File: config.mk
export PLATFORM = sky130hd
export DESIGN_NAME = crc16_velocity_frame_receiver_unit
export DESIGN_NICKNAME = d
export VERILOG_FILES = /design/src/rtl/cvfr_pkg.sv /design/src/rtl/cvfr_queue.sv /design/src/rtl/cvfr_front.sv /design/src/rtl/cvfr_back.sv /design/src/rtl/crc16_velocity_frame_receiver_unit.sv
export SDC_FILE = /design/constraint.sdc
export NUM_CORES = 1
export LEC_CHECK = 0
export ABC_AREA = 1
export BUFFER_PORTS_ARGS = -buffer_cell sky130_fd_sc_hd__buf_2
export CORE_MARGIN = 10
export CORE_UTILIZATION = 53
export DETAILED_ROUTE_END_ITERATION = 10
export PLACE_DENSITY = 0.71
export SYNTH_ARGS = -nofsm -noshare
export SYNTH_HDL_FRONTEND = slang
export SYNTH_SLANG_ARGS = --single-unit
File: constraint.sdc
create_clock -name i_clk -period 11.8 [get_ports i_clk]
set_input_delay 1.18 -clock i_clk [delete_from_list [all_inputs] [get_ports i_clk]]
set_output_delay 1.18 -clock i_clk [all_outputs]
set_load 0.02 [all_outputs]
File: src/rtl/cvfr_pkg.sv
// ----------------------------------------------------------------------------
// cvfr_pkg: shared types and constants for the velocity frame receiver
// Frame layout, the CRC16 byte step and the frame record that the front end
// passes through the queue to the back end.
// ----------------------------------------------------------------------------
`default_nettype none

package cvfr_pkg;

    // Frame layout
    localparam int PAYLOAD_BYTES = 13;
    localparam int POS_W         = 5;
    localparam int IDX_W         = $clog2(PAYLOAD_BYTES);

    localparam logic [POS_W-1:0] POS_HUNT    = '0;
    localparam logic [POS_W-1:0] POS_LAST_PL = POS_W'(PAYLOAD_BYTES);
    localparam logic [POS_W-1:0] POS_CRC_HI  = POS_W'(PAYLOAD_BYTES + 1);
    localparam logic [POS_W-1:0] POS_CRC_LO  = POS_W'(PAYLOAD_BYTES + 2);

    // Byte offsets of the fields inside the payload
    localparam int VX_BASE   = 0;
    localparam int VY_BASE   = 4;
    localparam int WZ_BASE   = 8;
    localparam int FLAG_BYTE = PAYLOAD_BYTES - 1;
    localparam int COLOR_BIT = 0;
    localparam int START_BIT = 1;

    // Register reset and CRC constants
    localparam logic [7:0]  START_BYTE_RESET = 8'h5A;
    localparam logic [15:0] CRC_INIT         = 16'hFFFF;
    localparam logic [15:0] CRC_POLY         = 16'hA001;

    // Frame queue geometry
    localparam int Q_DEPTH = 2;
    localparam int Q_PTR_W = $clog2(Q_DEPTH);
    localparam int Q_CNT_W = $clog2(Q_DEPTH + 1);

    // Role of a received byte, set by its place in the frame
    typedef enum logic [1:0] {
        BK_HUNT,
        BK_PAYLOAD,
        BK_CRC_HI,
        BK_CRC_LO
    } t_byte_kind;

    // One completed frame, as handed from front end to back end
    typedef struct packed {
        logic [31:0] vx_bits;
        logic [31:0] vy_bits;
        logic [31:0] wz_bits;
        logic        crc_ok;
        logic        color_flag;
        logic        start_flag;
    } t_frame;

    // Queue handshake seen by the back end
    typedef struct packed {
        logic   empty;
        t_frame head;
    } t_q_status;

    // Modbus CRC16, one byte, eight bit steps unrolled
    function automatic logic [15:0] crc_feed(input logic [15:0] crc, input logic [7:0] b);
        logic [15:0] c;
        c = crc ^ {8'h00, b};
        for (int k = 0; k < 8; k++) begin
            if (c[0]) begin
                c = (c >> 1) ^ CRC_POLY;
            end else begin
                c = c >> 1;
            end
        end
        return c;
    endfunction

endpackage

`default_nettype wire

File: src/rtl/cvfr_queue.sv
// ----------------------------------------------------------------------------
// cvfr_queue: short frame queue
// Holds completed frame records between the byte front end and the result
// back end so that each side can stall on its own.
// ----------------------------------------------------------------------------
`default_nettype none

module cvfr_queue (
    input  wire logic               i_clk,
    input  wire logic               i_rst_n,
    input  wire logic               i_push,
    input  cvfr_pkg::t_frame        i_push_data,
    output logic                    o_full,
    input  wire logic               i_pop,
    output cvfr_pkg::t_q_status     o_status
);
    import cvfr_pkg::*;

    t_frame               r_entry [Q_DEPTH];
    logic [Q_PTR_W-1:0]   r_wr_ptr, n_wr_ptr;
    logic [Q_PTR_W-1:0]   r_rd_ptr, n_rd_ptr;
    logic [Q_CNT_W-1:0]   r_count,  n_count;
    logic                 do_push, do_pop;

    assign o_full          = (r_count == Q_CNT_W'(Q_DEPTH));
    assign o_status.empty  = (r_count == '0);
    assign o_status.head   = r_entry[r_rd_ptr];

    assign do_push = i_push && !o_full;
    assign do_pop  = i_pop && !o_status.empty;

    // Advance pointers and occupancy
    always_comb begin
        n_wr_ptr = r_wr_ptr;
        n_rd_ptr = r_rd_ptr;
        n_count  = r_count;
        if (do_push) begin
            n_wr_ptr = (r_wr_ptr == Q_PTR_W'(Q_DEPTH - 1)) ? '0 : r_wr_ptr + 1'b1;
        end
        if (do_pop) begin
            n_rd_ptr = (r_rd_ptr == Q_PTR_W'(Q_DEPTH - 1)) ? '0 : r_rd_ptr + 1'b1;
        end
        if (do_push && !do_pop) begin
            n_count = r_count + 1'b1;
        end else if (do_pop && !do_push) begin
            n_count = r_count - 1'b1;
        end
    end

    always_ff @(posedge i_clk) begin
        if (!i_rst_n) begin
            r_wr_ptr <= '0;
            r_rd_ptr <= '0;
            r_count  <= '0;
        end else begin
            r_wr_ptr <= n_wr_ptr;
            r_rd_ptr <= n_rd_ptr;
            r_count  <= n_count;
        end
    end

    // Store the pushed record
    always_ff @(posedge i_clk) begin
        if (do_push) begin
            r_entry[r_wr_ptr] <= i_push_data;
        end
    end

endmodule

`default_nettype wire

File: src/rtl/cvfr_front.sv
// ----------------------------------------------------------------------------
// cvfr_front: byte front end
// Hunts for the start byte, classifies each byte by its place in the frame,
// runs the CRC16 and pushes one record per completed frame.
// ----------------------------------------------------------------------------
`default_nettype none

module cvfr_front (
    input  wire logic               i_clk,
    input  wire logic               i_rst_n,
    input  wire logic               i_accept,
    input  wire logic [7:0]         i_rx_byte,
    input  wire logic               i_cfg_write,
    input  wire logic [7:0]         i_cfg_start_byte,
    output logic                    o_push,
    output cvfr_pkg::t_frame        o_push_data
);
    import cvfr_pkg::*;

    logic [7:0]        r_start_byte;
    logic [POS_W-1:0]  r_pos, n_pos;
    logic [15:0]       r_crc, n_crc;
    logic [7:0]        r_payload [PAYLOAD_BYTES];
    logic [7:0]        r_crc_high;
    logic [15:0]       crc_next_byte;
    logic [IDX_W-1:0]  wr_idx;
    logic              crc_match;
    t_byte_kind        kind;

    // Classify the byte by frame position
    always_comb begin
        if (r_pos == POS_HUNT) begin
            kind = BK_HUNT;
        end else if (r_pos <= POS_LAST_PL) begin
            kind = BK_PAYLOAD;
        end else if (r_pos == POS_CRC_HI) begin
            kind = BK_CRC_HI;
        end else begin
            kind = BK_CRC_LO;
        end
    end

    assign crc_next_byte = crc_feed(r_crc, i_rx_byte);
    assign wr_idx        = IDX_W'(r_pos - POS_W'(1));
    assign crc_match     = (r_crc_high == r_crc[15:8]) && (i_rx_byte == r_crc[7:0]);

    // Next position and CRC
    always_comb begin
        n_pos  = r_pos;
        n_crc  = r_crc;
        o_push = 1'b0;
        if (i_accept) begin
            unique case (kind)
                BK_HUNT: begin
                    if (i_rx_byte == r_start_byte) begin
                        n_pos = POS_W'(1);
                        n_crc = CRC_INIT;
                    end
                end
                BK_PAYLOAD: begin
                    n_crc = crc_next_byte;
                    n_pos = r_pos + 1'b1;
                end
                BK_CRC_HI: begin
                    n_pos = r_pos + 1'b1;
                end
                BK_CRC_LO: begin
                    o_push = 1'b1;
                    n_pos  = POS_HUNT;
                    n_crc  = CRC_INIT;
                end
                default: begin
                    n_pos = POS_HUNT;
                end
            endcase
        end
    end

    // Assemble the frame record from the stored payload
    always_comb begin
        o_push_data.vx_bits    = {r_payload[VX_BASE+3], r_payload[VX_BASE+2],
                                  r_payload[VX_BASE+1], r_payload[VX_BASE]};
        o_push_data.vy_bits    = {r_payload[VY_BASE+3], r_payload[VY_BASE+2],
                                  r_payload[VY_BASE+1], r_payload[VY_BASE]};
        o_push_data.wz_bits    = {r_payload[WZ_BASE+3], r_payload[WZ_BASE+2],
                                  r_payload[WZ_BASE+1], r_payload[WZ_BASE]};
        o_push_data.crc_ok     = crc_match;
        o_push_data.color_flag = r_payload[FLAG_BYTE][COLOR_BIT];
        o_push_data.start_flag = r_payload[FLAG_BYTE][START_BIT];
    end

    // Control state and start byte register
    always_ff @(posedge i_clk) begin
        if (!i_rst_n) begin
            r_pos        <= POS_HUNT;
            r_crc        <= CRC_INIT;
            r_start_byte <= START_BYTE_RESET;
        end else begin
            r_pos <= n_pos;
            r_crc <= n_crc;
            if (i_cfg_write) begin
                r_start_byte <= i_cfg_start_byte;
            end
        end
    end

    // Capture payload and high CRC byte
    always_ff @(posedge i_clk) begin
        if (i_accept && kind == BK_PAYLOAD) begin
            r_payload[wr_idx] <= i_rx_byte;
        end
        if (i_accept && kind == BK_CRC_HI) begin
            r_crc_high <= i_rx_byte;
        end
    end

endmodule

`default_nettype wire

File: src/rtl/cvfr_back.sv
// ----------------------------------------------------------------------------
// cvfr_back: result back end
// Pops frame records, keeps the last good velocities and drives the result
// output register.
// ----------------------------------------------------------------------------
`default_nettype none

module cvfr_back (
    input  wire logic               i_clk,
    input  wire logic               i_rst_n,
    input  cvfr_pkg::t_q_status     i_q,
    output logic                    o_pop,
    input  wire logic               i_out_stall,
    output logic                    o_out_valid,
    output cvfr_pkg::t_frame        o_result
);
    import cvfr_pkg::*;

    logic [31:0] r_held_vx, r_held_vy, r_held_wz;
    logic        r_out_valid;
    t_frame      r_result;
    logic        load;

    // Take a record when the output register is free or being drained
    assign load        = !i_q.empty && (!r_out_valid || !i_out_stall);
    assign o_pop       = load;
    assign o_out_valid = r_out_valid;
    assign o_result    = r_result;

    always_ff @(posedge i_clk) begin
        if (!i_rst_n) begin
            r_out_valid <= 1'b0;
            r_held_vx   <= '0;
            r_held_vy   <= '0;
            r_held_wz   <= '0;
        end else begin
            if (load) begin
                r_out_valid <= 1'b1;
            end else if (!i_out_stall) begin
                r_out_valid <= 1'b0;
            end
            // Replace held velocities only on a good CRC
            if (load && i_q.head.crc_ok) begin
                r_held_vx <= i_q.head.vx_bits;
                r_held_vy <= i_q.head.vy_bits;
                r_held_wz <= i_q.head.wz_bits;
            end
        end
    end

    // Result payload: fresh velocities on good CRC, held ones otherwise
    always_ff @(posedge i_clk) begin
        if (load) begin
            r_result.vx_bits    <= i_q.head.crc_ok ? i_q.head.vx_bits : r_held_vx;
            r_result.vy_bits    <= i_q.head.crc_ok ? i_q.head.vy_bits : r_held_vy;
            r_result.wz_bits    <= i_q.head.crc_ok ? i_q.head.wz_bits : r_held_wz;
            r_result.crc_ok     <= i_q.head.crc_ok;
            r_result.color_flag <= i_q.head.color_flag;
            r_result.start_flag <= i_q.head.start_flag;
        end
    end

endmodule

`default_nettype wire

File: src/rtl/crc16_velocity_frame_receiver_unit.sv
// ----------------------------------------------------------------------------
// crc16_velocity_frame_receiver_unit: serial velocity frame receiver
// Top level: byte front end, frame queue and result back end.
// ----------------------------------------------------------------------------
// The unit takes one received byte per clock cycle while the frame queue is
// not full. It waits for the start byte, collects 13 payload bytes and a
// high-first Modbus CRC16, and after the last CRC byte emits one result:
// three little-endian velocity words, crc_ok and two flag bits from the last
// payload byte. Velocities are replaced only on a good CRC; otherwise the
// last good values repeat. The byte rate of one per cycle is set by the
// combinational eight-step CRC update in the front end. Each completed frame
// is queued and then registered at the output. Input stalls only while the
// two-entry frame queue is full, which happens only when the output side
// holds stall for a long time. The start byte register resets to 0x5A and
// may be rewritten any time the unit is idle; the write port is always ready.
`default_nettype none

module crc16_velocity_frame_receiver_unit (
    input  wire logic        i_clk,
    input  wire logic        i_rst_n,
    // byte input
    input  wire logic        i_in_valid,
    output logic             o_in_stall,
    input  wire logic [7:0]  i_rx_byte,
    // start byte register
    input  wire logic        i_cfg_valid,
    output logic             o_cfg_ready,
    input  wire logic [7:0]  i_cfg_start_byte,
    // result output
    output logic             o_out_valid,
    input  wire logic        i_out_stall,
    output logic [31:0]      o_vx_bits,
    output logic [31:0]      o_vy_bits,
    output logic [31:0]      o_wz_bits,
    output logic             o_crc_ok,
    output logic             o_color_flag,
    output logic             o_start_flag
);
    import cvfr_pkg::*;

    logic       q_full;
    logic       push, pop;
    logic       in_accept;
    t_frame     push_data;
    t_q_status  q_status;
    t_frame     result;

    assign o_cfg_ready = 1'b1;
    assign o_in_stall  = q_full;
    assign in_accept   = i_in_valid && !q_full;

    cvfr_front u_front (
        .i_clk            (i_clk),
        .i_rst_n          (i_rst_n),
        .i_accept         (in_accept),
        .i_rx_byte        (i_rx_byte),
        .i_cfg_write      (i_cfg_valid),
        .i_cfg_start_byte (i_cfg_start_byte),
        .o_push           (push),
        .o_push_data      (push_data)
    );

    cvfr_queue u_queue (
        .i_clk       (i_clk),
        .i_rst_n     (i_rst_n),
        .i_push      (push),
        .i_push_data (push_data),
        .o_full      (q_full),
        .i_pop       (pop),
        .o_status    (q_status)
    );

    cvfr_back u_back (
        .i_clk       (i_clk),
        .i_rst_n     (i_rst_n),
        .i_q         (q_status),
        .o_pop       (pop),
        .i_out_stall (i_out_stall),
        .o_out_valid (o_out_valid),
        .o_result    (result)
    );

    // Unpack result onto the output ports
    assign o_vx_bits    = result.vx_bits;
    assign o_vy_bits    = result.vy_bits;
    assign o_wz_bits    = result.wz_bits;
    assign o_crc_ok     = result.crc_ok;
    assign o_color_flag = result.color_flag;
    assign o_start_flag = result.start_flag;

endmodule

`default_nettype wire

Word-level counts from Yosys, hierarchy flattened
Memories as Yosys holds them, arrays and structs flattened. A register that Yosys moved wholly into a read port is not among the register bits.
Index checks and enable logic that the tools add are counted.
{"block": "totals", "regBits": 237, "latchBits": 0, "ramBits": 302, "mem_bits_ro": 0, "inputBits": 21, "mem_count": 2}
{"block": "op_classes", "addsub": 6, "n_mul": 0, "div_mod_pow": 0, "n_lt_le_gt_ge": 1, "n_eq_ne": 10, "shifts": 0, "mux": 32, "n_bitwise": 9, "reduce_logical": 25}
{"memory": "u_queue.r_entry", "words": 2, "width": 99, "rd": 1, "rd_clocked_by_memory_dff": 1, "wr": 1, "line_no": "cvfr_queue.sv:19", "text": "t_frame r_entry [Q_DEPTH];"}
{"memory": "u_front.r_payload", "words": 13, "width": 8, "rd": 13, "rd_clocked_by_memory_dff": 0, "wr": 1, "line_no": "cvfr_front.sv:23", "text": "logic [7:0] r_payload [PAYLOAD_BYTES];"}
{"operator": "$mux 16", "n": 9}
{"operator": "$mux 32", "n": 3}
{"operator": "$pmux 16 s3", "n": 1}
{"operator": "$eq 8x8->1", "n": 3}
{"operator": "$not 2->3", "n": 8}
{"operator": "$xor 16x8->16", "n": 1}
{"operator": "$pmux 5 s3", "n": 1}
{"operator": "$mux 1", "n": 13}
{"operator": "$logic_and 1x1->1", "n": 10}
{"operator": "$mux 2", "n": 4}
{"operator": "$eq 2x2->1 const B", "n": 3}
{"operator": "$logic_not 1->1", "n": 6}
{"operator": "$add 5x1->5 const B", "n": 1}
{"operator": "$eq 5x4->1 const B", "n": 1}
{"operator": "$le 5x4->1 const B", "n": 1}
{"operator": "$logic_not 5->1", "n": 1}
{"operator": "$mux 5", "n": 1}
{"operator": "$logic_not 2->1", "n": 2}
{"operator": "$ne 2x1->1 const B", "n": 2}
{"operator": "$sub 4x1->4 const B", "n": 1}
{"operator": "$reduce_and 3->1", "n": 1}
{"operator": "$reduce_bool 3->1", "n": 1}
{"operator": "$add 1x1->1 const B", "n": 2}
{"operator": "$add 2x1->2 const B", "n": 1}
{"operator": "other kinds (6)", "n": 6}

Logic depth before layout (Yosys ltp)
Gate-level depths: netlist (run 1).
{"block": "logic_depth", "ltp_word": 18, "depth_mapped": 16}

Cells and area by module
From an unflattened synthesis (run 1), not the netlist that was laid out.
{"block": "unflattened", "cells_unflattened": 1895, "hier_area_um2": 21703.3}
{"module": "cvfr_back", "instances": 1, "cells_per_inst": 1136, "area_each_um2": 8889.8}
{"module": "cvfr_queue", "instances": 1, "cells_per_inst": 346, "area_each_um2": 7413.4}
{"module": "cvfr_front", "instances": 1, "cells_per_inst": 409, "area_each_um2": 5378.9}
{"module": "crc16_velocity_frame_receiver_unit", "instances": 1, "cells_per_inst": 4, "area_each_um2": 21.3}

Least setup slack after synthesis (run 1)
No wires, ideal clock.
{"block": "synth_path", "kind": "input-to-reg", "from": "input i_in_valid", "to": "memory u_queue.r_entry[0][0] (netlist bit) (enable)", "setup_time_ns": 0.558, "t_arrival_ns": 5.660, "setup_slack_ns": 5.582, "path_stages": 4, "n_path_buf": 0, "path_cell_list": "o21ai_0 -> inv_1 -> nand2_1 -> nor2_1"}
{"block": "synth_via", "elab_chain_cells": 5}
{"element": "from (decl)", "line_no": "crc16_velocity_frame_receiver_unit.sv:22", "text": "input wire logic i_in_valid,"}
{"element": "$logic_and 1x1->1", "line_no": "crc16_velocity_frame_receiver_unit.sv:50", "text": "assign in_accept = i_in_valid && !q_full;"}
{"element": "$mux 1", "line_no": "cvfr_front.sv:52", "text": "if (i_accept) begin"}
{"element": "$logic_and 1x1->1", "line_no": "cvfr_queue.sv:29", "text": "assign do_push = i_push && !o_full;"}
{"element": "$mux 1", "line_no": "cvfr_queue.sv:64", "text": "if (do_push) begin"}
{"element": "$mux 1 (not written as such)", "line_no": "cvfr_queue.sv:65", "text": "r_entry[r_wr_ptr] <= i_push_data;"}
{"element": "to (decl)", "line_no": "cvfr_queue.sv:19"}
Every way passes these cells.

==> impl_results.html, run 1 <==
<table>
<tr><th>Metric</th><th>Value</th></tr>
<tr><th colspan="2">Outcome</th></tr>
<tr><td>Run status</td><td>finished clean</td></tr>
<tr><th colspan="2">Setup path</th></tr>
<tr><td>Kind of end point of the critical path</td><td>register</td></tr>
<tr><td>Buffers plus inverters on the worst setup path</td><td>2</td></tr>
<tr><td>Worst setup slack for register-to-register paths</td><td>7.88 ns</td></tr>
<tr><td>Type of element launching the critical path</td><td>register</td></tr>
<tr><td>Endpoint of the worst register-to-register path</td><td>u_back.r_held_vx[25]$_SDFFE_PN0P_</td></tr>
<tr><td>Type of the worst setup path</td><td>register to register</td></tr>
<tr><td>Endpoint required time on the critical path</td><td>12.31 ns</td></tr>
<tr><td>Series of cell instances along the critical path</td><td>clkinv_2, nand2_1, nand2_4, nand2_4, buf_4, o21ai_0, a21oi_1</td></tr>
<tr><td>Maximum fanout count along the critical path</td><td>111</td></tr>
<tr><td>Top delay family on crit path</td><td>simple AND/OR/NAND/NOR gates</td></tr>
<tr><td>Signal arrival time at the worst endpoint</td><td>4.44 ns</td></tr>
<tr><td>Worst r2r path cells</td><td>7</td></tr>
<tr><td>Cell occurring most often along the worst timing path</td><td>sky130_fd_sc_hd__nand2_4</td></tr>
<tr><td>Critical path's slowest cell</td><td>sky130_fd_sc_hd__dfxtp_4</td></tr>
<tr><td>Crit-path max cell delay</td><td>1.07 ns</td></tr>
<tr><th colspan="2">Yosys</th></tr>
<tr><td>Share of cell area taken by muxes after synthesis</td><td>0</td></tr>
<tr><td>Number of distinct library cells after synthesis</td><td>39</td></tr>
<tr><td>Xor and xnor fraction of the mapped netlist area</td><td>0.00822</td></tr>
<tr><td>Flop and latch count out of synthesis</td><td>534</td></tr>
<tr><td>Nets in the synthesized netlist</td><td>1,717</td></tr>
<tr><td>Sequential fraction of the synthesis area</td><td>0.733</td></tr>
<tr><td>YS warnings</td><td>0</td></tr>
<tr><td>Gate count after technology mapping</td><td>1,682</td></tr>
<tr><td>Share of the synthesized area in compound gates (AO/OA/AOI/OAI)</td><td>0.0905</td></tr>
<tr><td>Post-Syn Area</td><td>20,100 sq um</td></tr>
<tr><td>Average cell area after synthesis</td><td>12.0 sq um</td></tr>
<tr><td>Async S/R FF share, synth</td><td>0</td></tr>
<tr><td>Post-Synth Simple-Gate Area</td><td>0.115</td></tr>
<tr><td>Number of flops mapped to enable cells by yosys</td><td>403</td></tr>
<tr><td>Area share of fa/ha/maj cells after synthesis</td><td>0.00871</td></tr>
<tr><td>Dominant combinational cell family by area after synthesis</td><td>simple AND/OR/NAND/NOR gates</td></tr>
<tr><td>Post-synth top flop</td><td>sky130_fd_sc_hd__edfxtp_1</td></tr>
<tr><th colspan="2">Final layout</th></tr>
<tr><td>Final Net Count</td><td>1,818</td></tr>
<tr><td>Antenna fix cells</td><td>0</td></tr>
<tr><td>Most common cell after layout, fill and taps aside</td><td>sky130_fd_sc_hd__nand2_1</td></tr>
<tr><td>P&amp;R area growth vs syn</td><td>13.4%</td></tr>
<tr><td>Filler Cells Inserted</td><td>2,861</td></tr>
<tr><td>Leading cell types in the layout, fill and taps excluded</td><td>445 x sky130_fd_sc_hd__nand2_1, 403 x sky130_fd_sc_hd__edfxtp_1, 210 x sky130_fd_sc_hd__o21ai_0</td></tr>
<tr><td>Proportion of layout cells with a drive suffix above 1</td><td>0.150</td></tr>
<tr><td>Area of all placed cells without fillers</td><td>22,800 sq um</td></tr>
<tr><th colspan="2">Placed design</th></tr>
<tr><td>Routability cong.</td><td>0.783</td></tr>
<tr><td>Placement Cell Area</td><td>21,100 sq um</td></tr>
<tr><td>Sum of net half-perimeters after detailed placement</td><td>22.7 mm</td></tr>
<tr><td>Worst-case setup slack after placement</td><td>7.89 ns</td></tr>
<tr><td>Port Buffers</td><td>121</td></tr>
<tr><th colspan="2">Pwr</th></tr>
<tr><td>Static Leakage</td><td>8.39 nW</td></tr>
<tr><td>Ratio of total power to cell area</td><td>216 nW/um^2</td></tr>
<tr><td>Maximum VDD drop</td><td>136 uV</td></tr>
<tr><th colspan="2">Hold path</th></tr>
<tr><td>Hold path startpoint</td><td>u_front.r_payload[1][6]$_DFFE_PP_</td></tr>
<tr><td>Min-delay worst type</td><td>register to register</td></tr>
<tr><td>Destination of the worst hold path</td><td>u_queue.r_entry[0][81]$_DFFE_PP_</td></tr>
<tr><td>Count of cells along the worst hold path</td><td>0</td></tr>
<tr><th colspan="2">Clocking</th></tr>
<tr><td>Post-CTS setup buffer count</td><td>0</td></tr>
<tr><td>Worst-path clk slew</td><td>0.06 ns</td></tr>
<tr><td>Sink Count</td><td>534</td></tr>
<tr><td>Maximum level of the CTS H-tree</td><td>2</td></tr>
<tr><td>CTS tree</td><td>yes</td></tr>
<tr><td>Post-cts gate resize count</td><td>0</td></tr>
<tr><td>Worst skew pair latency</td><td>0.59 ns</td></tr>
<tr><td>TritonCTS buffer count</td><td>52</td></tr>
<tr><td>Count of hold-fix buffers inserted at cts</td><td>0</td></tr>
<tr><td>Clock tree root buffer cell</td><td>sky130_fd_sc_hd__clkbuf_16</td></tr>
<tr><td>Buffers from clock root to sink, at most</td><td>3</td></tr>
<tr><th colspan="2">Route</th></tr>
<tr><td>Total iterations of the first detailed-routing run</td><td>5</td></tr>
<tr><td>Antenna Nets Post-Route</td><td>0</td></tr>
<tr><td>Final routed wirelength across all metal layers</td><td>38.8 mm</td></tr>
<tr><td>Post-route DRC violation count</td><td>0</td></tr>
<tr><td>Detail-routed net length per standard cell</td><td>16.6 um</td></tr>
<tr><td>Vias per cell</td><td>5.14</td></tr>
<tr><td>First-iteration detailed-routing DRC count</td><td>863</td></tr>
<tr><td>DR vias</td><td>12,000</td></tr>
<tr><th colspan="2">Timing</th></tr>
<tr><td>Unrepaired setup endpoints after global routing</td><td>false</td></tr>
<tr><td>Number of endpoints failing setup at the final stage</td><td>0</td></tr>
<tr><td>Slew at the pin closest to its max-slew limit</td><td>1.14 ns</td></tr>
<tr><td>Max-Slew Margin vs Limit</td><td>0.234</td></tr>
<tr><td>Clock period minus worst slack</td><td>3.92 ns</td></tr>
<tr><td>Top achievable clock speed</td><td>255 MHz</td></tr>
<tr><td>Final worst clock skew</td><td>0.0232 ns</td></tr>
<tr><td>Period Utilization, post-route</td><td>0.332</td></tr>
<tr><td>Setup WS post-layout</td><td>7.88 ns</td></tr>
<tr><td>Final hold violation count</td><td>0</td></tr>
<tr><td>Total negative slack</td><td>0 ns</td></tr>
<tr><td>Number of max-slew violations in the final report</td><td>0</td></tr>
<tr><th colspan="2">Die</th></tr>
<tr><td>Io pins</td><td>123</td></tr>
<tr><td>Initial Utilization</td><td>0.535</td></tr>
<tr><td>Die height</td><td>215 um</td></tr>
<tr><td>Area of the core</td><td>37,600 sq um</td></tr>
<tr><td>Horizontal die dimension</td><td>215 um</td></tr>
<tr><td>Row Count</td><td>71</td></tr>
<tr><td>Area of the die</td><td>46,100 sq um</td></tr>
<tr><th colspan="2">Global routing</th></tr>
<tr><td>Wire length of the first global-routing pass</td><td>62.0 mm</td></tr>
<tr><td>Maximum number of pins on one net before global-route repair</td><td>121</td></tr>
<tr><td>GRT overflow</td><td>0</td></tr>
<tr><td>Number of antenna violations at the first check in global routing</td><td>0</td></tr>
<tr><td>Global-route usage over all layers</td><td>0.166</td></tr>
<tr><td>Vias in the first global route</td><td>11,700</td></tr>
<tr><th colspan="2">Flow run</th></tr>
<tr><td>Number of maximum-capacitance constraint violations</td><td>0</td></tr>
</table>
cells in the mapped netlist, types with 10 or more instances:
cell type | number | area, sq um
sky130_fd_sc_hd__nand2_1 | 447 | 1680
sky130_fd_sc_hd__edfxtp_1 | 403 | 12100
sky130_fd_sc_hd__o21ai_0 | 210 | 1050
sky130_fd_sc_hd__dfxtp_1 | 131 | 2620
sky130_fd_sc_hd__inv_1 | 129 | 484
sky130_fd_sc_hd__a21oi_1 | 111 | 556
sky130_fd_sc_hd__buf_2 | 38 | 190
sky130_fd_sc_hd__clkbuf_1 | 36 | 135
sky130_fd_sc_hd__nor2_1 | 35 | 131
sky130_fd_sc_hd__nand3_1 | 21 | 105
sky130_fd_sc_hd__ha_1 | 14 | 175
sky130_fd_sc_hd__nand2_2 | 12 | 75.1
sky130_fd_sc_hd__o21ai_2 | 11 | 96.3
sky130_fd_sc_hd__nand3_2 | 10 | 100
worst max path at each step:
stage,startpoint,endpoint,depth (start not counted)
2_1_floorplan,i_in_valid,u_queue.r_entry[0][0]$_DFFE_PP_,4
3_3_place_gp,register,u_back.r_held_vy[4]$_SDFFE_PN0P_,7
3_5_place_dp,register,u_back.r_held_vx[25]$_SDFFE_PN0P_,7
4_1_cts,register,u_back.r_held_vx[15]$_SDFFE_PN0P_,7
5_1_grt,register,u_back.r_held_vx[15]$_SDFFE_PN0P_,7
6_report,register,u_back.r_held_vx[25]$_SDFFE_PN0P_,7
state kept, by name (all words and copies together), names as in the netlist, 8 cells and up, named ones only:
| signal | count |
|---|---|
| u_queue.r_entry | 198 |
| u_back.o_result | 99 |
| u_front.r_payload | 98 |
| u_back.r_held_vx | 32 |
| u_back.r_held_vy | 32 |
| u_back.r_held_wz | 32 |
| u_front.r_crc | 16 |
| u_front.r_crc_high | 8 |
| u_front.r_start_byte | 8 |
area by class of cell:
cell class              count  area [sq um]  share of cell area
well taps                 511           639              0.0281
clock inverters            26           322              0.0141
repair buffers            128           661              0.0290
multi-input cells         929          4520               0.198
flip-flops and latches    534         14700               0.646
clock buffers              71          1390              0.0611
inverters                 138           522              0.0229
power by group:
group | internal [mW] | switching [mW]
clock network | 0.981 | 0.673
logic | 0.240 | 0.679
registers | 2.25 | 0.108
total | 3.47 | 1.46
routing by layer:
layer  wire length [um]  global-route usage  up-vias  share of wire
li1                   -                   -     5918              -
met1              16300               0.209     5710           0.42
met2              19000               0.279      326           0.49
met3               2460              0.0347       63          0.063
met4               1040              0.0619        0          0.027
met5                  0                   0        -              0
through the flow:
| step | hold slack (ns) | cells | utilization | power (mW) |
|---|---|---|---|---|
| floorplan | 0.421 | 1682 | - | 3.01 |
| global placement | 0.422 | 2240 | 0.561 | 3.32 |
| detailed placement | 0.429 | 2240 | 0.561 | 3.34 |
| CTS | 0.430 | 2337 | 0.606 | 4.99 |
| global route | 0.450 | 2337 | 0.606 | 5.17 |
| finish | 0.432 | 2337 | 0.606 | 4.93 |
logic make-up (layout without fill, tap and decap cells):
logic type | after synthesis | in the layout
fa+ha+maj | 14 | 14
buf+inv | 219 | 363
xor+xnor | 18 | 18
other cells | 1 | 1
flops | 534 | 534
compound gates | 344 | 344
simple gates | 552 | 552
No activity file was read; power rests on OpenSTA's default activity.
==> run 2: changes to the inputs <==
--- a/config.mk
+++ b/config.mk
@@ -5,7 +5,7 @@
 export SDC_FILE = /design/constraint.sdc
 export NUM_CORES = 1
 export LEC_CHECK = 0
-export ABC_AREA = 1
+export ABC_AREA = 0
 export BUFFER_PORTS_ARGS = -buffer_cell sky130_fd_sc_hd__buf_2
 export CORE_MARGIN = 10
 export CORE_UTILIZATION = 53
==> constraint.sdc (replaced) <==
create_clock -name i_clk -period 4.05 [get_ports i_clk]
set_input_delay 0.405 -clock i_clk [delete_from_list [all_inputs] [get_ports i_clk]]
set_output_delay 0.405 -clock i_clk [all_outputs]
set_load 0.02 [all_outputs]
==> run 2 against run 1 <==
  * Final area down 1.9%
  * Non-clock buffer count up 9
  * Global-route usage down 0.25 points
  * Hold slack worse by 0.38 ns
  * Worst setup slack worse by 6.8 ns
  * Synthesized cell count down 22%
  * Fmax up 33%
  * Clock skew about the same
  * Cell count down 17%
  * Clock power rose to 3.0 times the previous value
  * Wire length down 3.6%
  * Flip-flop and latch count unchanged
==> impl_results.html, run 2 <==
<table>
<tr><th>Metric</th><th>Value</th></tr>
<tr><th colspan="2">Setup path</th></tr>
<tr><td>Reg-to-reg critical path startpoint</td><td>u_front.r_pos[0]$_SDFFE_PN0P_</td></tr>
<tr><td>Type of the worst setup path</td><td>register to register</td></tr>
<tr><td>Maximum fanout count along the critical path</td><td>40</td></tr>
<tr><td>Crit-path max cell delay</td><td>0.63 ns</td></tr>
<tr><td>Signal arrival time at the worst endpoint</td><td>3.20 ns</td></tr>
<tr><td>Critical path's slowest cell</td><td>sky130_fd_sc_hd__and3_4</td></tr>
<tr><td>Endpoint required time on the critical path</td><td>4.31 ns</td></tr>
<tr><td>Worst setup slack for register-to-register paths</td><td>1.10 ns</td></tr>
<tr><td>Buffers plus inverters on the worst setup path</td><td>3</td></tr>
<tr><td>Series of cell instances along the critical path</td><td>inv_1, ha_1, nor4b_1, a41o_1, inv_2, ha_1, and3_4, buf_4</td></tr>
<tr><td>Worst r2r path cells</td><td>8</td></tr>
<tr><td>Type of element launching the critical path</td><td>register</td></tr>
<tr><td>Kind of end point of the critical path</td><td>register</td></tr>
<tr><td>Endpoint of the worst register-to-register path</td><td>u_queue.r_entry[1][16]$_DFFE_PP_</td></tr>
<tr><td>Top delay family on crit path</td><td>simple AND/OR/NAND/NOR gates</td></tr>
<tr><td>Cell occurring most often along the worst timing path</td><td>sky130_fd_sc_hd__ha_1</td></tr>
<tr><th colspan="2">Yosys</th></tr>
<tr><td>Gate count after technology mapping</td><td>1,319</td></tr>
<tr><td>Nets in the synthesized netlist</td><td>1,354</td></tr>
<tr><td>Post-Syn Area</td><td>19,500 sq um</td></tr>
<tr><td>Number of distinct library cells after synthesis</td><td>45</td></tr>
<tr><td>Sequential fraction of the synthesis area</td><td>0.757</td></tr>
<tr><td>Average cell area after synthesis</td><td>14.7 sq um</td></tr>
<tr><td>YS warnings</td><td>0</td></tr>
<tr><td>Number of flops mapped to enable cells by yosys</td><td>403</td></tr>
<tr><td>Library cell with the highest instance count after synthesis</td><td>sky130_fd_sc_hd__edfxtp_1</td></tr>
<tr><td>Cell type with the highest aggregate area in the netlist</td><td>sky130_fd_sc_hd__edfxtp_1</td></tr>
<tr><td>Leading cell types by count after synthesis</td><td>403 x sky130_fd_sc_hd__edfxtp_1, 221 x sky130_fd_sc_hd__nor2_1, 131 x sky130_fd_sc_hd__dfxtp_1</td></tr>
<tr><td>Flop and latch count out of synthesis</td><td>534</td></tr>
<tr><td>Synth top area cells</td><td>sky130_fd_sc_hd__edfxtp_1 62%, sky130_fd_sc_hd__dfxtp_1 13%, sky130_fd_sc_hd__mux2i_1 5.5%, sky130_fd_sc_hd__nor2_1 4.3%, sky130_fd_sc_hd__a211oi_1 3.7%</td></tr>
<tr><td>Fraction of synthesized cell area taken by the top area cell type</td><td>0.622</td></tr>
<tr><td>Post-synth top flop</td><td>sky130_fd_sc_hd__edfxtp_1</td></tr>
<tr><td>Async S/R FF share, synth</td><td>0</td></tr>
<tr><th colspan="2">Flow run</th></tr>
<tr><td>Number of maximum-capacitance constraint violations</td><td>0</td></tr>
<tr><th colspan="2">Final layout</th></tr>
<tr><td>Proportion of layout cells with a drive suffix above 1</td><td>0.157</td></tr>
<tr><td>Area taken by flip-flops and latches</td><td>14,700 sq um</td></tr>
<tr><td>Antenna fix cells</td><td>0</td></tr>
<tr><td>Most common cell after layout, fill and taps aside</td><td>sky130_fd_sc_hd__edfxtp_1</td></tr>
<tr><td>P&amp;R area growth vs syn</td><td>14.8%</td></tr>
<tr><td>Number of flip-flops under the largest register name</td><td>198</td></tr>
<tr><td>Leading cell types in the layout, fill and taps excluded</td><td>403 x sky130_fd_sc_hd__edfxtp_1, 220 x sky130_fd_sc_hd__nor2_1, 130 x sky130_fd_sc_hd__dfxtp_1</td></tr>
<tr><td>Utilization after layout</td><td>0.613</td></tr>
<tr><td>Total area of multi-input combinational cells</td><td>4410 sq um</td></tr>
<tr><td>Filler Cells Inserted</td><td>2,683</td></tr>
<tr><td>Final Net Count</td><td>1,467</td></tr>
<tr><td>Largest Register</td><td>u_queue.r_entry</td></tr>
<tr><th colspan="2">Clocking</th></tr>
<tr><td>Count of hold-fix buffers inserted at cts</td><td>0</td></tr>
<tr><td>Maximum level of the CTS H-tree</td><td>2</td></tr>
<tr><td>Buffers from clock root to sink, at most</td><td>3</td></tr>
<tr><td>TritonCTS buffer count</td><td>53</td></tr>
<tr><td>Worst skew pair latency</td><td>0.58 ns</td></tr>
<tr><td>Clock tree root buffer cell</td><td>sky130_fd_sc_hd__clkbuf_16</td></tr>
<tr><td>Post-CTS setup buffer count</td><td>0</td></tr>
<tr><td>Worst-path clk slew</td><td>0.06 ns</td></tr>
<tr><td>CTS tree</td><td>yes</td></tr>
<tr><td>Post-cts gate resize count</td><td>0</td></tr>
<tr><td>Sink Count</td><td>534</td></tr>
<tr><th colspan="2">Timing</th></tr>
<tr><td>Clock period minus worst slack</td><td>2.95 ns</td></tr>
<tr><td>Slew at the pin closest to its max-slew limit</td><td>1.11 ns</td></tr>
<tr><td>Setup WS post-layout</td><td>1.10 ns</td></tr>
<tr><td>Total negative slack</td><td>0 ns</td></tr>
<tr><td>Top achievable clock speed</td><td>339 MHz</td></tr>
<tr><td>Final worst clock skew</td><td>0.0233 ns</td></tr>
<tr><td>Number of endpoints failing setup at the final stage</td><td>0</td></tr>
<tr><td>Period Utilization, post-route</td><td>0.727</td></tr>
<tr><td>Number of max-slew violations in the final report</td><td>0</td></tr>
<tr><td>Max-Slew Margin vs Limit</td><td>0.263</td></tr>
<tr><td>Unrepaired setup endpoints after global routing</td><td>false</td></tr>
<tr><td>Final hold violation count</td><td>0</td></tr>
<tr><th colspan="2">Global routing</th></tr>
<tr><td>Global routing met3 resource utilization</td><td>0.0345</td></tr>
<tr><td>Vias in the first global route</td><td>10,200</td></tr>
<tr><td>Global-route met2 utilization</td><td>0.270</td></tr>
<tr><td>Number of antenna violations at the first check in global routing</td><td>0</td></tr>
<tr><td>GRT overflow</td><td>0</td></tr>
<tr><td>Gr busiest metal</td><td>met2</td></tr>
<tr><td>Wire length of the first global-routing pass</td><td>57.4 mm</td></tr>
<tr><td>Maximum number of pins on one net before global-route repair</td><td>120</td></tr>
<tr><td>Global-route usage over all layers</td><td>0.164</td></tr>
<tr><td>Met1 demand-to-capacity share in global routing</td><td>0.214</td></tr>
<tr><th colspan="2">Hold path</th></tr>
<tr><td>Destination of the worst hold path</td><td>u_front.r_start_byte[4]$_SDFFE_PN1P_</td></tr>
<tr><td>Hold path startpoint</td><td>i_cfg_start_byte[4]</td></tr>
<tr><td>Min-delay worst type</td><td>input port to register</td></tr>
<tr><td>Count of cells along the worst hold path</td><td>3</td></tr>
<tr><th colspan="2">Die</th></tr>
<tr><td>Area of the die</td><td>44,800 sq um</td></tr>
<tr><td>Die height</td><td>212 um</td></tr>
<tr><td>Initial Utilization</td><td>0.534</td></tr>
<tr><td>Io pins</td><td>123</td></tr>
<tr><td>Horizontal die dimension</td><td>212 um</td></tr>
<tr><td>Row Count</td><td>70</td></tr>
<tr><td>Area of the core</td><td>36,400 sq um</td></tr>
<tr><th colspan="2">Placed design</th></tr>
<tr><td>Sum of net half-perimeters after detailed placement</td><td>22.3 mm</td></tr>
<tr><td>Worst-case setup slack after placement</td><td>1.11 ns</td></tr>
<tr><td>Routability cong.</td><td>0.803</td></tr>
<tr><td>Port Buffers</td><td>121</td></tr>
<tr><th colspan="2">Route</th></tr>
<tr><td>Antenna Nets Post-Route</td><td>0</td></tr>
<tr><td>Vias per cell</td><td>5.50</td></tr>
<tr><td>Detail-routed net length per standard cell</td><td>19.2 um</td></tr>
<tr><td>Total iterations of the first detailed-routing run</td><td>5</td></tr>
<tr><td>Final routed wirelength across all metal layers</td><td>37.4 mm</td></tr>
<tr><td>DR vias</td><td>10,700</td></tr>
<tr><td>First-iteration detailed-routing DRC count</td><td>839</td></tr>
<tr><td>Post-route DRC violation count</td><td>0</td></tr>
<tr><th colspan="2">Outcome</th></tr>
<tr><td>Run status</td><td>finished clean</td></tr>
<tr><th colspan="2">Pwr</th></tr>
<tr><td>Ratio of total power to cell area</td><td>488 nW/um^2</td></tr>
<tr><td>Static Leakage</td><td>7.31 nW</td></tr>
<tr><td>Maximum VDD drop</td><td>337 uV</td></tr>
</table>
-- run 2: cell count changes after synthesis, sizes merged, moves of 6 or more --
| cell | before | now |
|---|---|---|
| nor2 | 38 | 221 |
| o211ai | 6 | 0 |
| o21ai | 223 | 20 |
| xnor2 | 9 | 25 |
| nand3 | 32 | 7 |
| inv | 138 | 10 |
| nor4b | 0 | 9 |
| clkbuf | 36 | 59 |
| buf | 45 | 20 |
| a21oi | 111 | 119 |
| a211oi | 1 | 97 |
| or2 | 6 | 0 |
| nand2 | 465 | 15 |
| mux2i | 0 | 107 |
-- run 2: through the flow --
step / cell area, sq um / cells / total power, mW / hold WS (ns)
6_report: 22300 / 1944 / 10.9 / 0.0536
4_1_cts: 22300 / 1944 / 11.0 / 0.0196
5_1_grt: 22300 / 1944 / 11.2 / 0.0472
3_3_place_gp: 20600 / 1845 / 6.08 / 0.422
3_5_place_dp: 20600 / 1845 / 6.08 / 0.430
2_1_floorplan: 19500 / 1319 / 6.02 / 0.421
-- run 2: cells by family after synthesis --
kind of cell / share of synthesized area
AO/OA/AOI/OAI: 0.0778
XOR/XNOR: 0.0192
adder cells (fa/ha/maj): 0.00900
buffers and inverters: 0.0182
flip-flops: 0.757
multiplexers: 0.0568
other: 0.000193
AND/OR/NAND/NOR: 0.0620
-- run 2: worst register-to-register path, cell delays in order (launching register included) --
cell and delay [ns]:
sky130_fd_sc_hd__dfxtp_1 0.51, sky130_fd_sc_hd__inv_1 0.14, sky130_fd_sc_hd__ha_1 0.22, sky130_fd_sc_hd__nor4b_1 0.14
sky130_fd_sc_hd__a41o_1 0.28, sky130_fd_sc_hd__inv_2 0.10, sky130_fd_sc_hd__ha_1 0.21, sky130_fd_sc_hd__and3_4 0.63
sky130_fd_sc_hd__buf_4 0.38
-- run 2: worst max-delay path by stage --
stage	startpoint	end	slack, ns	cells past startpoint
4_1_cts	u_front.r_pos[0]$_SDFFE_PN0P_	u_queue.r_entry[1][14]$_DFFE_PP_	1.10	8
3_3_place_gp	u_front.r_pos[0]$_SDFFE_PN0P_	u_queue.r_entry[1][65]$_DFFE_PP_	1.24	8
5_1_grt	u_front.r_pos[0]$_SDFFE_PN0P_	u_queue.r_entry[0][87]$_DFFE_PP_	0.94	9
3_5_place_dp	u_front.r_pos[0]$_SDFFE_PN0P_	u_queue.r_entry[1][65]$_DFFE_PP_	1.11	8
6_report	u_front.r_pos[0]$_SDFFE_PN0P_	u_queue.r_entry[1][16]$_DFFE_PP_	1.10	8
2_1_floorplan	u_front.r_pos[0]$_SDFFE_PN0P_	u_queue.r_entry[0][0]$_DFFE_PP_	0.64	8
-- run 2: metal layers --
metal,up-vias,wire [um],part of all wire
li1,5124,-,-
met1,5209,16000,0.43
met2,306,18400,0.49
met3,59,2260,0.061
met4,0,732,0.020
met5,-,0,0
-- run 2: report_power, final --
part	leakage, nW	switching [mW]	total (mW)	internal [mW]
combinational	1.72	0.0980	0.137	0.0386
clock	0.869	1.97	4.93	2.96
sequential	4.71	0.00380	5.83	5.83
total	7.31	2.08	10.9	8.83
-- run 2: final cells by class --
class | instances | share of cell area
multi-input combinational | 695 | 0.197
clock inverter | 31 | 0.0151
inverter | 11 | 0.00207
clock buffer | 68 | 0.0646
sequential | 534 | 0.659
tap | 468 | 0.0262
timing repair buffer | 137 | 0.0353
==> run 3: changes to the inputs <==
==> constraint.sdc (replaced) <==
create_clock -name i_clk -period 3 [get_ports i_clk]
set_input_delay 0.3 -clock i_clk [delete_from_list [all_inputs] [get_ports i_clk]]
set_output_delay 0.3 -clock i_clk [all_outputs]
set_load 0.02 [all_outputs]
==> run 3 against run 2 <==
  * Final area increased by 1.0%
  * Fmax increased by 12%
  * Flip-flop and latch count unchanged
  * Sequential share of layout area decreased by 0.64 points
  * Largest power group unchanged
  * Critical endpoint is now u_front.r_crc[15]$_SDFFE_PN1P_
  * Hold slack improved by 0.025 ns
==> impl_results.html, run 3 (same netlist as run 2, synthesis figures left out) <==
<table>
<tr><th>Metric</th><th>Value</th></tr>
<tr><th colspan="2">Clocking</th></tr>
<tr><td>Buffers from clock root to sink, at most</td><td>3</td></tr>
<tr><td>Sink Count</td><td>534</td></tr>
<tr><td>Worst skew pair latency</td><td>0.59 ns</td></tr>
<tr><td>Clock tree root buffer cell</td><td>sky130_fd_sc_hd__clkbuf_16</td></tr>
<tr><td>Worst-path clk slew</td><td>0.06 ns</td></tr>
<tr><td>Maximum level of the CTS H-tree</td><td>2</td></tr>
<tr><td>TritonCTS buffer count</td><td>52</td></tr>
<tr><td>CTS tree</td><td>yes</td></tr>
<tr><th colspan="2">Final layout</th></tr>
<tr><td>Antenna fix cells</td><td>0</td></tr>
<tr><td>Filler Cells Inserted</td><td>2,649</td></tr>
<tr><td>Area of all placed cells without fillers</td><td>22,600 sq um</td></tr>
<tr><td>Leading cell types in the layout, fill and taps excluded</td><td>403 x sky130_fd_sc_hd__edfxtp_1, 220 x sky130_fd_sc_hd__nor2_1, 128 x sky130_fd_sc_hd__dfxtp_1</td></tr>
<tr><td>Proportion of layout cells with a drive suffix above 1</td><td>0.171</td></tr>
<tr><td>Total area of multi-input combinational cells</td><td>4440 sq um</td></tr>
<tr><td>Area taken by flip-flops and latches</td><td>14,700 sq um</td></tr>
<tr><td>Largest Register</td><td>u_queue.r_entry</td></tr>
<tr><td>Final std cells w/o fill</td><td>1,971</td></tr>
<tr><td>P&amp;R area growth vs syn</td><td>16.0%</td></tr>
<tr><td>Number of flip-flops under the largest register name</td><td>198</td></tr>
<tr><td>Final Net Count</td><td>1,495</td></tr>
<tr><td>Most common cell after layout, fill and taps aside</td><td>sky130_fd_sc_hd__edfxtp_1</td></tr>
<tr><th colspan="2">Timing</th></tr>
<tr><td>Total negative slack</td><td>0 ns</td></tr>
<tr><td>Setup WS post-layout</td><td>0.373 ns</td></tr>
<tr><td>Number of endpoints failing setup at the final stage</td><td>0</td></tr>
<tr><td>Final worst clock skew</td><td>0.0223 ns</td></tr>
<tr><td>Slew at the pin closest to its max-slew limit</td><td>0.870 ns</td></tr>
<tr><td>Final hold violation count</td><td>0</td></tr>
<tr><td>WHS</td><td>0.0784 ns</td></tr>
<tr><td>Clock period minus worst slack</td><td>2.63 ns</td></tr>
<tr><td>Number of max-slew violations in the final report</td><td>0</td></tr>
<tr><td>Unrepaired setup endpoints after global routing</td><td>false</td></tr>
<tr><td>Max-Slew Margin vs Limit</td><td>0.420</td></tr>
<tr><td>Top achievable clock speed</td><td>381 MHz</td></tr>
<tr><td>Period Utilization, post-route</td><td>0.876</td></tr>
<tr><th colspan="2">Route</th></tr>
<tr><td>DR vias</td><td>10,800</td></tr>
<tr><td>Post-route DRC violation count</td><td>0</td></tr>
<tr><td>Highest metal layer with signal wires</td><td>met4</td></tr>
<tr><td>Antenna Nets Post-Route</td><td>0</td></tr>
<tr><td>First-iteration detailed-routing DRC count</td><td>831</td></tr>
<tr><td>Final routed wirelength across all metal layers</td><td>38.3 mm</td></tr>
<tr><td>Vias per cell</td><td>5.49</td></tr>
<tr><td>Total iterations of the first detailed-routing run</td><td>6</td></tr>
<tr><td>Detail-routed net length per standard cell</td><td>19.4 um</td></tr>
<tr><td>Met2 wire length</td><td>19.4 mm</td></tr>
<tr><td>Detail Route met3 WL</td><td>2.10 mm</td></tr>
<tr><td>Wl on met1</td><td>15.9 mm</td></tr>
<tr><th colspan="2">Setup path</th></tr>
<tr><td>Endpoint required time on the critical path</td><td>3.50 ns</td></tr>
<tr><td>Maximum fanout count along the critical path</td><td>16</td></tr>
<tr><td>Type of the worst setup path</td><td>register to register</td></tr>
<tr><td>Series of cell instances along the critical path</td><td>inv_2, ha_1, o21ba_1, a41o_1, ha_1, inv_1, a21oi_2, a211oi_1, a311oi_1</td></tr>
<tr><td>Type of element launching the critical path</td><td>register</td></tr>
<tr><td>Top delay family on crit path</td><td>compound AO/OA/AOI/OAI gates</td></tr>
<tr><td>Kind of end point of the critical path</td><td>register</td></tr>
<tr><td>Crit-path max cell delay</td><td>0.61 ns</td></tr>
<tr><td>Signal arrival time at the worst endpoint</td><td>3.12 ns</td></tr>
<tr><td>Cell occurring most often along the worst timing path</td><td>sky130_fd_sc_hd__ha_1</td></tr>
<tr><td>Critical path's slowest cell</td><td>sky130_fd_sc_hd__a21oi_2</td></tr>
<tr><td>Buffers plus inverters on the worst setup path</td><td>2</td></tr>
<tr><th colspan="2">Placed design</th></tr>
<tr><td>Sum of net half-perimeters after detailed placement</td><td>23.3 mm</td></tr>
<tr><td>Routability cong.</td><td>0.879</td></tr>
<tr><td>Worst-case setup slack after placement</td><td>0.405 ns</td></tr>
<tr><td>Port Buffers</td><td>121</td></tr>
<tr><td>Placement Cell Area</td><td>20,800 sq um</td></tr>
<tr><td>Number of cells after detailed placement</td><td>1,866</td></tr>
<tr><th colspan="2">Die</th></tr>
<tr><td>Row Count</td><td>70</td></tr>
<tr><td>Horizontal die dimension</td><td>212 um</td></tr>
<tr><td>Die height</td><td>212 um</td></tr>
<tr><td>Io pins</td><td>123</td></tr>
<tr><td>Area of the die</td><td>44,800 sq um</td></tr>
<tr><td>Area of the core</td><td>36,400 sq um</td></tr>
<tr><td>Initial Utilization</td><td>0.534</td></tr>
<tr><th colspan="2">Global routing</th></tr>
<tr><td>Vias in the first global route</td><td>10,700</td></tr>
<tr><td>Maximum number of pins on one net before global-route repair</td><td>99</td></tr>
<tr><td>GRT overflow</td><td>0</td></tr>
<tr><td>Number of antenna violations at the first check in global routing</td><td>1</td></tr>
<tr><td>Wire length of the first global-routing pass</td><td>59.5 mm</td></tr>
<tr><td>Global-route usage over all layers</td><td>0.170</td></tr>
<tr><th colspan="2">Outcome</th></tr>
<tr><td>Run status</td><td>finished clean</td></tr>
<tr><th colspan="2">Flow run</th></tr>
<tr><td>Number of maximum-capacitance constraint violations</td><td>0</td></tr>
<tr><th colspan="2">Pwr</th></tr>
<tr><td>Sequential power share</td><td>0.546</td></tr>
<tr><td>Static Leakage</td><td>7.42 nW</td></tr>
<tr><td>Gate power share</td><td>0.014</td></tr>
<tr><td>Part of the power in the clock network</td><td>0.440</td></tr>
<tr><td>Int Pwr</td><td>11.6 mW</td></tr>
<tr><td>Sw Share</td><td>0.194</td></tr>
<tr><td>Ratio of total power to cell area</td><td>638 nW/um^2</td></tr>
<tr><td>Maximum VDD drop</td><td>414 uV</td></tr>
<tr><td>Net switching power</td><td>2.79 mW</td></tr>
<tr><th colspan="2">Hold path</th></tr>
<tr><td>Min-delay worst type</td><td>input port to register</td></tr>
</table>
[run 3: cell count changes in the layout (fill, tap and decap cells not counted), sizes merged]
cell / before / now
clkbuf: 68 / 72
buf: 137 / 158
dlygate4sd3: 0 / 8
inv: 14 / 11
clkinvlp: 3 / 4
bufinv: 7 / 3
[run 3: per-layer routing]
metal,global-route usage,vias to the layer above
li1,-,5172
met1,0.213,5274
met2,0.290,306
met3,0.0365,72
met4,0.0506,0
met5,0,-
[run 3: metrics by stage]
step                      total power [mW]  utilization
after floorplan                       8.13            -
final                                 14.4        0.620
after global placement                8.22        0.571
after CTS                             14.5        0.620
after detailed placement              8.22        0.571
after global routing                  14.9        0.620
[run 3: worst paths after layout]
| kind | start | to | slack, ns | depth (start not counted) |
|---|---|---|---|---|
| max | u_front.r_pos[1]$_SDFFE_PN0P_ | u_front.r_crc[15]$_SDFFE_PN1P_ | 0.37 | 9 |
| min | i_rst_n | u_front.r_start_byte[3]$_SDFFE_PN1P_ | 0.08 | 2 |
| max reg2reg | u_front.r_pos[1]$_SDFFE_PN0P_ | u_front.r_crc[15]$_SDFFE_PN1P_ | 0.37 | 9 |
| min reg2reg | u_front.r_payload[6][3]$_DFFE_PP_ | u_queue.r_entry[0][54]$_DFFE_PP_ | 0.44 | 0 |
[run 3: area by class of cell]
type | count | area share
Timing Repair Buffer | 166 | 0.0477
Tap cell | 468 | 0.0259
Inverter | 11 | 0.00200
Clock inverter | 25 | 0.00976
Clock buffer | 72 | 0.0651
Sequential cell | 534 | 0.653
Multi-Input combinational cell | 695 | 0.197
[run 3: what timing repair did]
| item | CTS | global route |
|---|---|---|
| setup buffers | 0 | 0 |
| gates resized for setup | 0 | 0 |
| hold endpoints to repair | 8 | 0 |
| hold buffers | 8 | 0 |
[run 3: worst reg2reg max path, cell delays in order, from the launching register on]
cell and delay (ns):
sky130_fd_sc_hd__dfxtp_4 0.39, sky130_fd_sc_hd__inv_2 0.06, sky130_fd_sc_hd__ha_1 0.19, sky130_fd_sc_hd__o21ba_1 0.24, sky130_fd_sc_hd__a41o_1 0.27, sky130_fd_sc_hd__ha_1 0.27, sky130_fd_sc_hd__inv_1 0.11, sky130_fd_sc_hd__a21oi_2 0.61
sky130_fd_sc_hd__a211oi_1 0.19, sky130_fd_sc_hd__a311oi_1 0.21
[run 3: power by group through the flow]
stage / registers (mW) / clock network [mW] / logic [mW]
2_1_floorplan: 8.03 / 0 / 0.101
3_3_place_gp: 8.03 / 0 / 0.190
3_5_place_dp: 8.03 / 0 / 0.195
4_1_cts: 7.87 / 6.45 / 0.204
5_1_grt: 7.87 / 6.78 / 0.220
6_report: 7.87 / 6.34 / 0.203
